===== src/rtl/arl_pkg.sv =====
// ----------------------------------------------------------------------------
// arl_pkg
// Shared types, sizes, codes and word helpers for the ordered array list
// engine.
// ----------------------------------------------------------------------------
package arl_pkg;

   // list sizing
   localparam int DEPTH     = 8;
   localparam int WORD_BITS = 32;
   localparam int IDX_BITS  = (DEPTH > 1) ? $clog2(DEPTH) : 1;
   localparam int CNT_BITS  = $clog2(DEPTH + 1);

   // command codes
   localparam logic [3:0] CMD_INS_AT    = 4'd0;
   localparam logic [3:0] CMD_INS_FIRST = 4'd1;
   localparam logic [3:0] CMD_INS_LAST  = 4'd2;
   localparam logic [3:0] CMD_DEL_AT    = 4'd3;
   localparam logic [3:0] CMD_DEL_KEY   = 4'd4;
   localparam logic [3:0] CMD_REPLACE   = 4'd5;
   localparam logic [3:0] CMD_READ      = 4'd6;
   localparam logic [3:0] CMD_SEARCH    = 4'd7;
   localparam logic [3:0] CMD_CLEAR     = 4'd8;

   // status codes
   localparam logic [1:0] ST_DONE   = 2'd0;
   localparam logic [1:0] ST_FULL   = 2'd1;
   localparam logic [1:0] ST_BADPOS = 2'd2;
   localparam logic [1:0] ST_NOKEY  = 2'd3;

   // storage port request from the sequencer
   typedef struct packed {
      logic                 we;
      logic [IDX_BITS-1:0]  waddr;
      logic [WORD_BITS-1:0] wdata;
      logic                 re;
      logic [IDX_BITS-1:0]  raddr;
   } ram_req_type;

   // finished result of one request
   typedef struct packed {
      logic [1:0]         status;
      logic signed [31:0] data;
      logic               found;
      logic [8:0]         length;
   } result_type;

   // 32-bit request value to stored word
   function automatic logic [WORD_BITS-1:0] word_in(input logic signed [31:0] v);
      logic [63:0] t;
      t = 64'(v);
      return t[WORD_BITS-1:0];
   endfunction

   // stored word to 32-bit result, sign-extended
   function automatic logic signed [31:0] word_out(input logic [WORD_BITS-1:0] w);
      logic [63:0] t;
      t = 64'(signed'(w));
      return signed'(t[31:0]);
   endfunction

endpackage


===== src/rtl/ordered_array_list_engine.sv =====
// ----------------------------------------------------------------------------
// ordered_array_list_engine
// Bounded ordered list of signed words with insert, delete, replace, read,
// search and clear commands; one response per request.
// ----------------------------------------------------------------------------
// Usage:
//   A request (req_command, req_position, req_value) is taken at a clock edge
//   with req_valid high and req_stall low. Exactly one response follows on
//   rsp_status, rsp_data_out, rsp_found and rsp_length, held while rsp_valid
//   is high and rsp_stall is high.
//   One request is worked on at a time; req_stall stays high from the cycle
//   after acceptance until the sequencer returns to idle.
//   Rejected requests, replace, clear and unused codes go straight to the
//   response; read passes through one read state; inserts move entries up
//   one by one; search compares entries one by one; delete compares, then
//   moves later entries down one by one. Walks go through the single
//   storage read port.
//   A finished response waits in the sequencer while rsp_stall holds the
//   previous one; no new request is accepted while a response waits there.
//   Reset (synchronous, active high) empties the list and drops any pending
//   response; storage contents are not cleared, only the fill count.
// ----------------------------------------------------------------------------
module ordered_array_list_engine (
   input  logic               clock,
   input  logic               reset,
   input  logic               req_valid,
   output logic               req_stall,
   input  logic [3:0]         req_command,
   input  logic [7:0]         req_position,
   input  logic signed [31:0] req_value,
   output logic               rsp_valid,
   input  logic               rsp_stall,
   output logic [1:0]         rsp_status,
   output logic signed [31:0] rsp_data_out,
   output logic               rsp_found,
   output logic [8:0]         rsp_length
);
   import arl_pkg::*;

   ram_req_type          ram_req;
   result_type           result;
   logic [WORD_BITS-1:0] rd_data;
   logic                 busy;
   logic                 done;
   logic                 start;
   logic                 slot_free;

   logic                 rsp_valid_ff, rsp_valid_in;
   result_type           rsp_ff,       rsp_in;

   // request handshake
   assign req_stall = busy;
   assign start     = req_valid && !busy;
   assign slot_free = !rsp_valid_ff || !rsp_stall;

   arl_seq u_seq (
      .clock     (clock),
      .reset     (reset),
      .start     (start),
      .cmd       (req_command),
      .pos       (req_position),
      .value     (req_value),
      .slot_free (slot_free),
      .rd_data   (rd_data),
      .ram_req   (ram_req),
      .busy      (busy),
      .done      (done),
      .result    (result)
   );

   arl_ram #(
      .WIDTH (WORD_BITS),
      .DEPTH (DEPTH)
   ) u_ram (
      .clock (clock),
      .we    (ram_req.we),
      .waddr (ram_req.waddr),
      .wdata (ram_req.wdata),
      .re    (ram_req.re),
      .raddr (ram_req.raddr),
      .rdata (rd_data)
   );

   // response register
   always_comb begin
      rsp_valid_in = rsp_valid_ff && rsp_stall;
      rsp_in       = rsp_ff;
      if (done) begin
         rsp_valid_in = 1'b1;
         rsp_in       = result;
      end
   end

   always_ff @(posedge clock) begin
      if (reset) begin
         rsp_valid_ff <= 1'b0;
      end else begin
         rsp_valid_ff <= rsp_valid_in;
      end
   end

   always_ff @(posedge clock) begin
      rsp_ff <= rsp_in;
   end

   assign rsp_valid    = rsp_valid_ff;
   assign rsp_status   = rsp_ff.status;
   assign rsp_data_out = rsp_ff.data;
   assign rsp_found    = rsp_ff.found;
   assign rsp_length   = rsp_ff.length;

endmodule


===== src/rtl/arl_ram.sv =====
// ----------------------------------------------------------------------------
// arl_ram
// Generic single-write, single-read memory with a registered read port.
// ----------------------------------------------------------------------------
module arl_ram #(
   parameter int WIDTH = 32,
   parameter int DEPTH = 8
) (
   input  logic                                   clock,
   input  logic                                   we,
   input  logic [((DEPTH > 1) ? $clog2(DEPTH) : 1)-1:0] waddr,
   input  logic [WIDTH-1:0]                       wdata,
   input  logic                                   re,
   input  logic [((DEPTH > 1) ? $clog2(DEPTH) : 1)-1:0] raddr,
   output logic [WIDTH-1:0]                       rdata
);

   logic [WIDTH-1:0] mem [DEPTH];
   logic [WIDTH-1:0] rdata_ff;

   // write port
   always_ff @(posedge clock) begin
      if (we) begin
         mem[waddr] <= wdata;
      end
   end

   // registered read port
   always_ff @(posedge clock) begin
      if (re) begin
         rdata_ff <= mem[raddr];
      end
   end

   assign rdata = rdata_ff;

endmodule


===== src/rtl/arl_seq.sv =====
// ----------------------------------------------------------------------------
// arl_seq
// Command sequencer: checks each request, then walks the list one entry per
// cycle through the storage port, with one shared key comparator.
// ----------------------------------------------------------------------------
module arl_seq (
   input  logic                          clock,
   input  logic                          reset,
   input  logic                          start,
   input  logic [3:0]                    cmd,
   input  logic [7:0]                    pos,
   input  logic signed [31:0]            value,
   input  logic                          slot_free,
   input  logic [arl_pkg::WORD_BITS-1:0] rd_data,
   output arl_pkg::ram_req_type          ram_req,
   output logic                          busy,
   output logic                          done,
   output arl_pkg::result_type           result
);
   import arl_pkg::*;

   localparam logic [2:0] S_IDLE = 3'd0;
   localparam logic [2:0] S_UP   = 3'd1;
   localparam logic [2:0] S_SCAN = 3'd2;
   localparam logic [2:0] S_DN   = 3'd3;
   localparam logic [2:0] S_RD   = 3'd4;
   localparam logic [2:0] S_DONE = 3'd5;

   logic [2:0]           state_ff,  state_in;
   logic [IDX_BITS-1:0]  idx_ff,    idx_in;
   logic [IDX_BITS-1:0]  pos_ff,    pos_in;
   logic                 pend_ff,   pend_in;
   logic                 force_ff,  force_in;
   logic [3:0]           cmd_ff,    cmd_in;
   logic [WORD_BITS-1:0] item_ff,   item_in;
   logic [CNT_BITS-1:0]  count_ff,  count_in;
   logic [1:0]           status_ff, status_in;
   logic signed [31:0]   data_ff,   data_in;
   logic                 found_ff,  found_in;

   // sequencer next state and storage requests
   always_comb begin
      logic [8:0]          pos_w;
      logic [8:0]          cnt_w;
      logic                full;
      logic                pos_bad;
      logic [IDX_BITS-1:0] ipos;
      logic [CNT_BITS-1:0] nxt1;
      logic [CNT_BITS-1:0] nxt2;
      logic                match;

      state_in  = state_ff;
      idx_in    = idx_ff;
      pos_in    = pos_ff;
      pend_in   = pend_ff;
      force_in  = force_ff;
      cmd_in    = cmd_ff;
      item_in   = item_ff;
      count_in  = count_ff;
      status_in = status_ff;
      data_in   = data_ff;
      found_in  = found_ff;
      ram_req   = '0;
      done      = 1'b0;

      pos_w   = {1'b0, pos};
      cnt_w   = 9'(count_ff);
      full    = (count_ff >= CNT_BITS'(DEPTH));
      pos_bad = (pos_w >= cnt_w);
      ipos    = IDX_BITS'(pos);
      nxt1    = CNT_BITS'(idx_ff) + 1'b1;
      nxt2    = CNT_BITS'(idx_ff) + 2'd2;
      match   = force_ff || (rd_data == item_ff);

      unique case (state_ff)
         S_IDLE: begin
            if (start) begin
               cmd_in    = cmd;
               item_in   = word_in(value);
               status_in = ST_DONE;
               data_in   = '0;
               found_in  = 1'b0;
               force_in  = 1'b0;
               pend_in   = 1'b0;
               state_in  = S_DONE;
               unique case (cmd) inside
                  CMD_INS_AT, CMD_INS_FIRST, CMD_INS_LAST: begin
                     if (full) begin
                        status_in = ST_FULL;
                     end else if (cmd == CMD_INS_AT && pos_w > cnt_w) begin
                        status_in = ST_BADPOS;
                     end else begin
                        if (cmd == CMD_INS_FIRST) begin
                           ipos = '0;
                        end else if (cmd == CMD_INS_LAST) begin
                           ipos = IDX_BITS'(count_ff);
                        end
                        pos_in   = ipos;
                        idx_in   = IDX_BITS'(count_ff);
                        state_in = S_UP;
                        // fetch the last entry to start the upward shift
                        if (count_ff > CNT_BITS'(ipos)) begin
                           ram_req.re    = 1'b1;
                           ram_req.raddr = IDX_BITS'(count_ff - 1'b1);
                           pend_in       = 1'b1;
                        end
                     end
                  end
                  CMD_DEL_AT: begin
                     if (pos_bad) begin
                        status_in = ST_BADPOS;
                     end else begin
                        ram_req.re    = 1'b1;
                        ram_req.raddr = ipos;
                        idx_in        = ipos;
                        force_in      = 1'b1;
                        state_in      = S_SCAN;
                     end
                  end
                  CMD_DEL_KEY, CMD_SEARCH: begin
                     if (count_ff == '0) begin
                        status_in = (cmd == CMD_DEL_KEY) ? ST_NOKEY : ST_DONE;
                     end else begin
                        ram_req.re    = 1'b1;
                        ram_req.raddr = '0;
                        idx_in        = '0;
                        state_in      = S_SCAN;
                     end
                  end
                  CMD_REPLACE: begin
                     if (pos_bad) begin
                        status_in = ST_BADPOS;
                     end else begin
                        ram_req.we    = 1'b1;
                        ram_req.waddr = ipos;
                        ram_req.wdata = word_in(value);
                     end
                  end
                  CMD_READ: begin
                     if (pos_bad) begin
                        status_in = ST_BADPOS;
                     end else begin
                        ram_req.re    = 1'b1;
                        ram_req.raddr = ipos;
                        state_in      = S_RD;
                     end
                  end
                  CMD_CLEAR: begin
                     count_in = '0;
                  end
                  default: begin
                  end
               endcase
            end
         end

         // read data back from storage
         S_RD: begin
            data_in  = word_out(rd_data);
            state_in = S_DONE;
         end

         // shift entries up by one, then drop the new item in the gap
         S_UP: begin
            if (pend_ff) begin
               ram_req.we    = 1'b1;
               ram_req.waddr = idx_ff;
               ram_req.wdata = rd_data;
               idx_in        = idx_ff - 1'b1;
               if ((idx_ff - 1'b1) > pos_ff) begin
                  ram_req.re    = 1'b1;
                  ram_req.raddr = idx_ff - 2'd2;
               end else begin
                  pend_in = 1'b0;
               end
            end else begin
               ram_req.we    = 1'b1;
               ram_req.waddr = pos_ff;
               ram_req.wdata = item_ff;
               count_in      = count_ff + 1'b1;
               state_in      = S_DONE;
            end
         end

         // compare one entry per cycle while the next one is fetched
         S_SCAN: begin
            if (match) begin
               if (cmd_ff == CMD_SEARCH) begin
                  found_in = 1'b1;
                  state_in = S_DONE;
               end else begin
                  data_in  = word_out(rd_data);
                  found_in = !force_ff;
                  if (nxt1 < count_ff) begin
                     ram_req.re    = 1'b1;
                     ram_req.raddr = IDX_BITS'(nxt1);
                     state_in      = S_DN;
                  end else begin
                     count_in = count_ff - 1'b1;
                     state_in = S_DONE;
                  end
               end
            end else if (nxt1 < count_ff) begin
               ram_req.re    = 1'b1;
               ram_req.raddr = IDX_BITS'(nxt1);
               idx_in        = IDX_BITS'(nxt1);
            end else begin
               status_in = (cmd_ff == CMD_DEL_KEY) ? ST_NOKEY : ST_DONE;
               state_in  = S_DONE;
            end
         end

         // close the gap: shift later entries down by one
         S_DN: begin
            ram_req.we    = 1'b1;
            ram_req.waddr = idx_ff;
            ram_req.wdata = rd_data;
            if (nxt2 < count_ff) begin
               ram_req.re    = 1'b1;
               ram_req.raddr = IDX_BITS'(nxt2);
               idx_in        = IDX_BITS'(nxt1);
            end else begin
               count_in = count_ff - 1'b1;
               state_in = S_DONE;
            end
         end

         // hand the result over once the response register is free
         S_DONE: begin
            if (slot_free) begin
               done     = 1'b1;
               state_in = S_IDLE;
            end
         end

         default: begin
            state_in = S_IDLE;
         end
      endcase
   end

   // control state
   always_ff @(posedge clock) begin
      if (reset) begin
         state_ff <= S_IDLE;
         count_ff <= '0;
      end else begin
         state_ff <= state_in;
         count_ff <= count_in;
      end
   end

   // working registers
   always_ff @(posedge clock) begin
      idx_ff    <= idx_in;
      pos_ff    <= pos_in;
      pend_ff   <= pend_in;
      force_ff  <= force_in;
      cmd_ff    <= cmd_in;
      item_ff   <= item_in;
      status_ff <= status_in;
      data_ff   <= data_in;
      found_ff  <= found_in;
   end

   assign busy          = (state_ff != S_IDLE);
   assign result.status = status_ff;
   assign result.data   = data_ff;
   assign result.found  = found_ff;
   assign result.length = 9'(count_ff);

endmodule


===== config.mk =====
export PLATFORM = sky130hd
export DESIGN_NAME = ordered_array_list_engine
export DESIGN_NICKNAME = d
export VERILOG_FILES = /design/src/rtl/arl_pkg.sv /design/src/rtl/ordered_array_list_engine.sv /design/src/rtl/arl_ram.sv /design/src/rtl/arl_seq.sv
export SDC_FILE = /design/constraint.sdc
export NUM_CORES = 1
export LEC_CHECK = 0
export ABC_AREA = 1
export BUFFER_PORTS_ARGS = -buffer_cell sky130_fd_sc_hd__buf_2
export CORE_MARGIN = 2
export CORE_UTILIZATION = 61
export DETAILED_ROUTE_END_ITERATION = 10
export PLACE_DENSITY = 0.79
export SYNTH_ARGS = -nofsm -noshare
export SYNTH_HDL_FRONTEND = slang
export SYNTH_SLANG_ARGS = --single-unit

===== constraint.sdc =====
create_clock -name clock -period 7.65 [get_ports clock]
set_input_delay 1.53 -clock clock [delete_from_list [all_inputs] [get_ports clock]]
set_output_delay 1.53 -clock clock [all_outputs]
set_load 0.01 [all_outputs]

==> impl_metrics.csv <==
group,metric,value,unit
worst_setup_path,worst-path-buf-inv,7,
synth,synthSimpleGateAreaFrac,0.191,
power,p_switching,2260,uW
worst_setup_path,arrival,5580,ps
die,dieArea,32400,um2
power,vdd_ir_drop_max,0.178,mV
synth,synth_mux_area_frac,0.000530,
place,gp_congestion,0.914,
sta,maxSlewHeadroom,0.218,
synth,async_flop_share,0,
clocking,numCtsBuffers,43,
routing,wl_per_cell,18.6,um
sta,worst_pin_slew,1170,ps
routing,routed_wl,43800,um
clocking,clk_latency,540,ps
synth,ys_seq_elements,414,
die,ios,94,
power,p_seq_frac,0.477,
power,p_clk_frac,0.275,
cells_and_area,drive_gt1_frac,0.105,
routing,vias,13187,
sta,clock_skew,15.2,ps
worst_setup_path,path_delay_family,"simple AND/OR/NAND/NOR gates",
sta,slew_viol_final,0,
clocking,h-tree-depth,2,
clocking,clockRootBuffer,"clkbuf_16",
global_routing,antenna_found_initial,0,
worst_setup_path,end_kind,"register",
sta,rsz0062_at_grt,"false",
power,power_density,338,nW/um2
die,initial_utilization,0.619,
worst_setup_path,crit_required,7950,ps
global_routing,track_usage,0.271,
power,p_int,4830,uW
power,finalPower,7080,uW
synth,syn-cell-area,18900,um2
clocking,cts-hold-fix-buffers,0,
worst_setup_path,cp_slowest_cell,"nand2_4",
power,combPwrFrac,0.248,
sta,period_share,0.690,
die,fp.dieW,180,um
cells_and_area,antennaDiodeCount,0,
synth,synthXorXnorAreaFrac,0.0125,
run_status,outcome,"finished, final reports clean",
place,place.port_buffers,88,
routing,detail_route.first_pass.iterations,5,
routing,drc,0,
cells_and_area,nets,2000,
worst_setup_path,cp_max_fo,94,
place,dpl.hpwl,25100,um
job,maxCapViolCount,0,
clocking,cts_tree,"built",
power,switching_share,0.318,
worst_setup_path,crit_top_cell,"nand2_1",
clocking,cts_buffer_depth,3,
global_routing,overflow,0,
synth,synth_fa_ha_area_frac,0.0139,
clocking,clk_pin_slew,60,ps
synth,synth_compound_area_frac,0.0342,
global_routing,grt_pass1_wl,68900,um
die,rows,64,
die,dieHeight,180,um
sta,max_freq,189,MHz
synth,yosys_most_used_dff,"edfxtp_1",
worst_setup_path,max_stage_delay,830,ps
die,core_area,30500,um2
clocking,cts_setup_buffers,0,
routing,drt_iter0_markers,1350,
cells_and_area,syn2layout_area_growth,11.1,%
synth,ys_types,42,
power,p_leak,0.00910,uW
routing,drt-vias-per-instance,5.59,
worst_setup_path,crit_chain,"buf_2 -> inv_1 -> nand2_1 -> nor2_1 -> nor2_1 -> nor3_1 -> inv_1 -> ha_1 -> inv_1 -> nor2_1 -> nor2_1 -> nand2_1 -> inv_1 -> nand3_1 -> nand2_1 -> a21oi_4 -> buf_4 -> nand2_4 -> buf_4 -> nand2_1 -> nand3_1 -> nand2_1 -> nand2_1 -> nand2_1",
worst_setup_path,path_class,"in2reg",
clocking,cts_resized,0,
synth,synth_top_family_by_area,"simple AND/OR/NAND/NOR gates",
clocking,cts_sinks,414,
global_routing,grt_pass1_vias,13106,
sta,finalSetupTns,0,ps
sta,finalHoldViolCount,0,
min_path,hold_class,"reg2reg",
routing,ant_nets,0,
synth,netlist_instances,1849,
synth,synth_warnings,0,
worst_setup_path,start_kind,"input port",
synth,syn_area_per_cell,10.2,um2
sta,setup-violations-final,0,
global_routing,grt_start_max_net_pins,95,
sta,fin_crit,5280,ps
synth,synth-edff-count,406,
synth,ys_seq_area_frac,0.654,
-- state kept, by name (all words and copies together), names as in the netlist --
| name | cells |
|---|---|
| u_seq.cmd_ff | 4 |
| rsp_valid | 1 |
| rsp_length | 4 |
| u_seq.force_ff | 1 |
| rsp_status | 2 |
| u_seq.state_ff | 3 |
| u_seq.found_ff | 1 |
| u_ram.mem | 256 |
| u_seq.count_ff | 4 |
| u_seq.data_ff | 32 |
| u_seq.item_ff | 32 |
| u_seq.idx_ff | 3 |
| u_seq.pend_ff | 1 |
| u_seq.status_ff | 2 |
| rsp_found | 1 |
| u_ram.rdata | 32 |
| rsp_data_out | 32 |
| u_seq.pos_ff | 3 |
-- layer usage --
layer	vias up	GRT usage	part of all wire
li1	6214	-	-
met1	6249	0.357	0.40
met2	617	0.457	0.49
met3	107	0.0387	0.084
met4	0	0.113	0.033
met5	-	0	0
-- layout by cell type, fill, tap and decap left out, types with 3 or more instances in the layout --
master     netlist  routed
buf_4           18      24
clkbuf_1        18       9
nor2_4           2       3
edfxtp_1       406     406
nand2_2          3       3
xnor2_1         24      24
nand4_1          3       3
xor2_1           3       3
o22ai_1          3       3
clkinv_2         0      11
inv_1          351     350
buf_2           40      88
dfxtp_1          8       8
a21oi_1         25      24
nor2_2           5      13
conb_1           1       5
a21oi_4          1       3
o221ai_1         9       9
o211ai_1        23      23
nand3_1        272     271
nand2_1        465     463
nor3_1           8       8
a31oi_1          4       4
clkinv_1         1      11
ha_1            21      21
clkbuf_16        0      45
o21ai_0         21      21
inv_2            6       6
nand3_2          3       3
nor2_1          86      77
-- worst reg2reg max path, cell delays in order (launching register included) --
cell      delay (ps)
edfxtp_1         510
inv_1            280
ha_1             370
ha_1             320
a21oi_1          130
nand3b_1         160
nand2_2           90
nor2_4           120
nand3_2          140
nand2_2          180
nand2_4          360
nand2_4          930
buf_4            530
nand2_1          120
nand3_1           90
nand2_1           90
nand2_1           80
nand2_1           60
-- cells by family (layout without fill, tap and decap cells) --
group                    Yosys count  after routing
AND/OR/NAND/NOR                  849            849
buffers and inverters            437            547
flip-flops                       414            414
AO/OA/AOI/OAI                     99             99
XOR/XNOR                          27             27
adder cells (fa/ha/maj)           21             21
other                              1              5
multiplexers                       1              1
-- cell usage after synthesis, types with 4 or more instances --
cell / n / area [um2]
a31oi_1: 4 / 25.0
edfxtp_1: 406 / 12200
xnor2_1: 24 / 210
ha_1: 21 / 263
o21ai_0: 21 / 105
nand3_1: 272 / 1360
nor2_1: 86 / 323
o211ai_1: 23 / 173
clkbuf_1: 18 / 67.6
buf_2: 40 / 200
nand2_1: 465 / 1750
nor3_1: 8 / 40.0
inv_1: 351 / 1320
dfxtp_1: 8 / 160
o221ai_1: 9 / 78.8
buf_4: 18 / 135
a21oi_1: 25 / 125
inv_2: 6 / 22.5
nor2_2: 5 / 31.3
-- power groups by stage --
stage / sequential (uW) / combinational (uW) / clock [uW]
after floorplan: 3400 / 1150 / 0
after global placement: 3390 / 1660 / 0
after detailed placement: 3410 / 1730 / 0
after CTS: 3370 / 1750 / 1970
after global routing: 3410 / 1950 / 2060
final: 3380 / 1760 / 1950
-- final cells by class --
cell class,count,area (um2)
sequential,414,12400
fill,2189,9530
multi-input combinational,1002,4870
inverter,358,1340
clock buffer,54,1160
timing repair buffer,112,621
tap,396,495
clock inverter,23,146
-- path summary, 6_finish.rpt --
kind / from / cells after the start / slack (ps) / endpoint
worst min register to register: u_seq.data_ff[1]$_SDFFCE_PN0P_ / 0 / 420 / rsp_data_out[1]$_DFFE_PP_
worst max-delay path: req_command[3] / 24 / 2370 / u_ram.rdata[12]$_DFFE_PP_
worst min-delay path: u_seq.data_ff[1]$_SDFFCE_PN0P_ / 0 / 420 / rsp_data_out[1]$_DFFE_PP_
worst max register to register: u_seq.idx_ff[0]$_DFFE_PP_ / 17 / 2860 / u_ram.rdata[12]$_DFFE_PP_
-- stage by stage --
stage	hold WS, ps	setup WS [ps]	util	cell area (um2)	std cells
final	417	2370	0.688	21000	2359
after global routing	420	1960	0.688	21000	2359
after CTS	416	2430	0.688	21000	2359
after detailed placement	405	1870	0.645	19700	2282
after global placement	401	2120	0.645	19700	2282
after floorplan	400	1800	-	18900	1853
(Power assumes the default switching activity.)
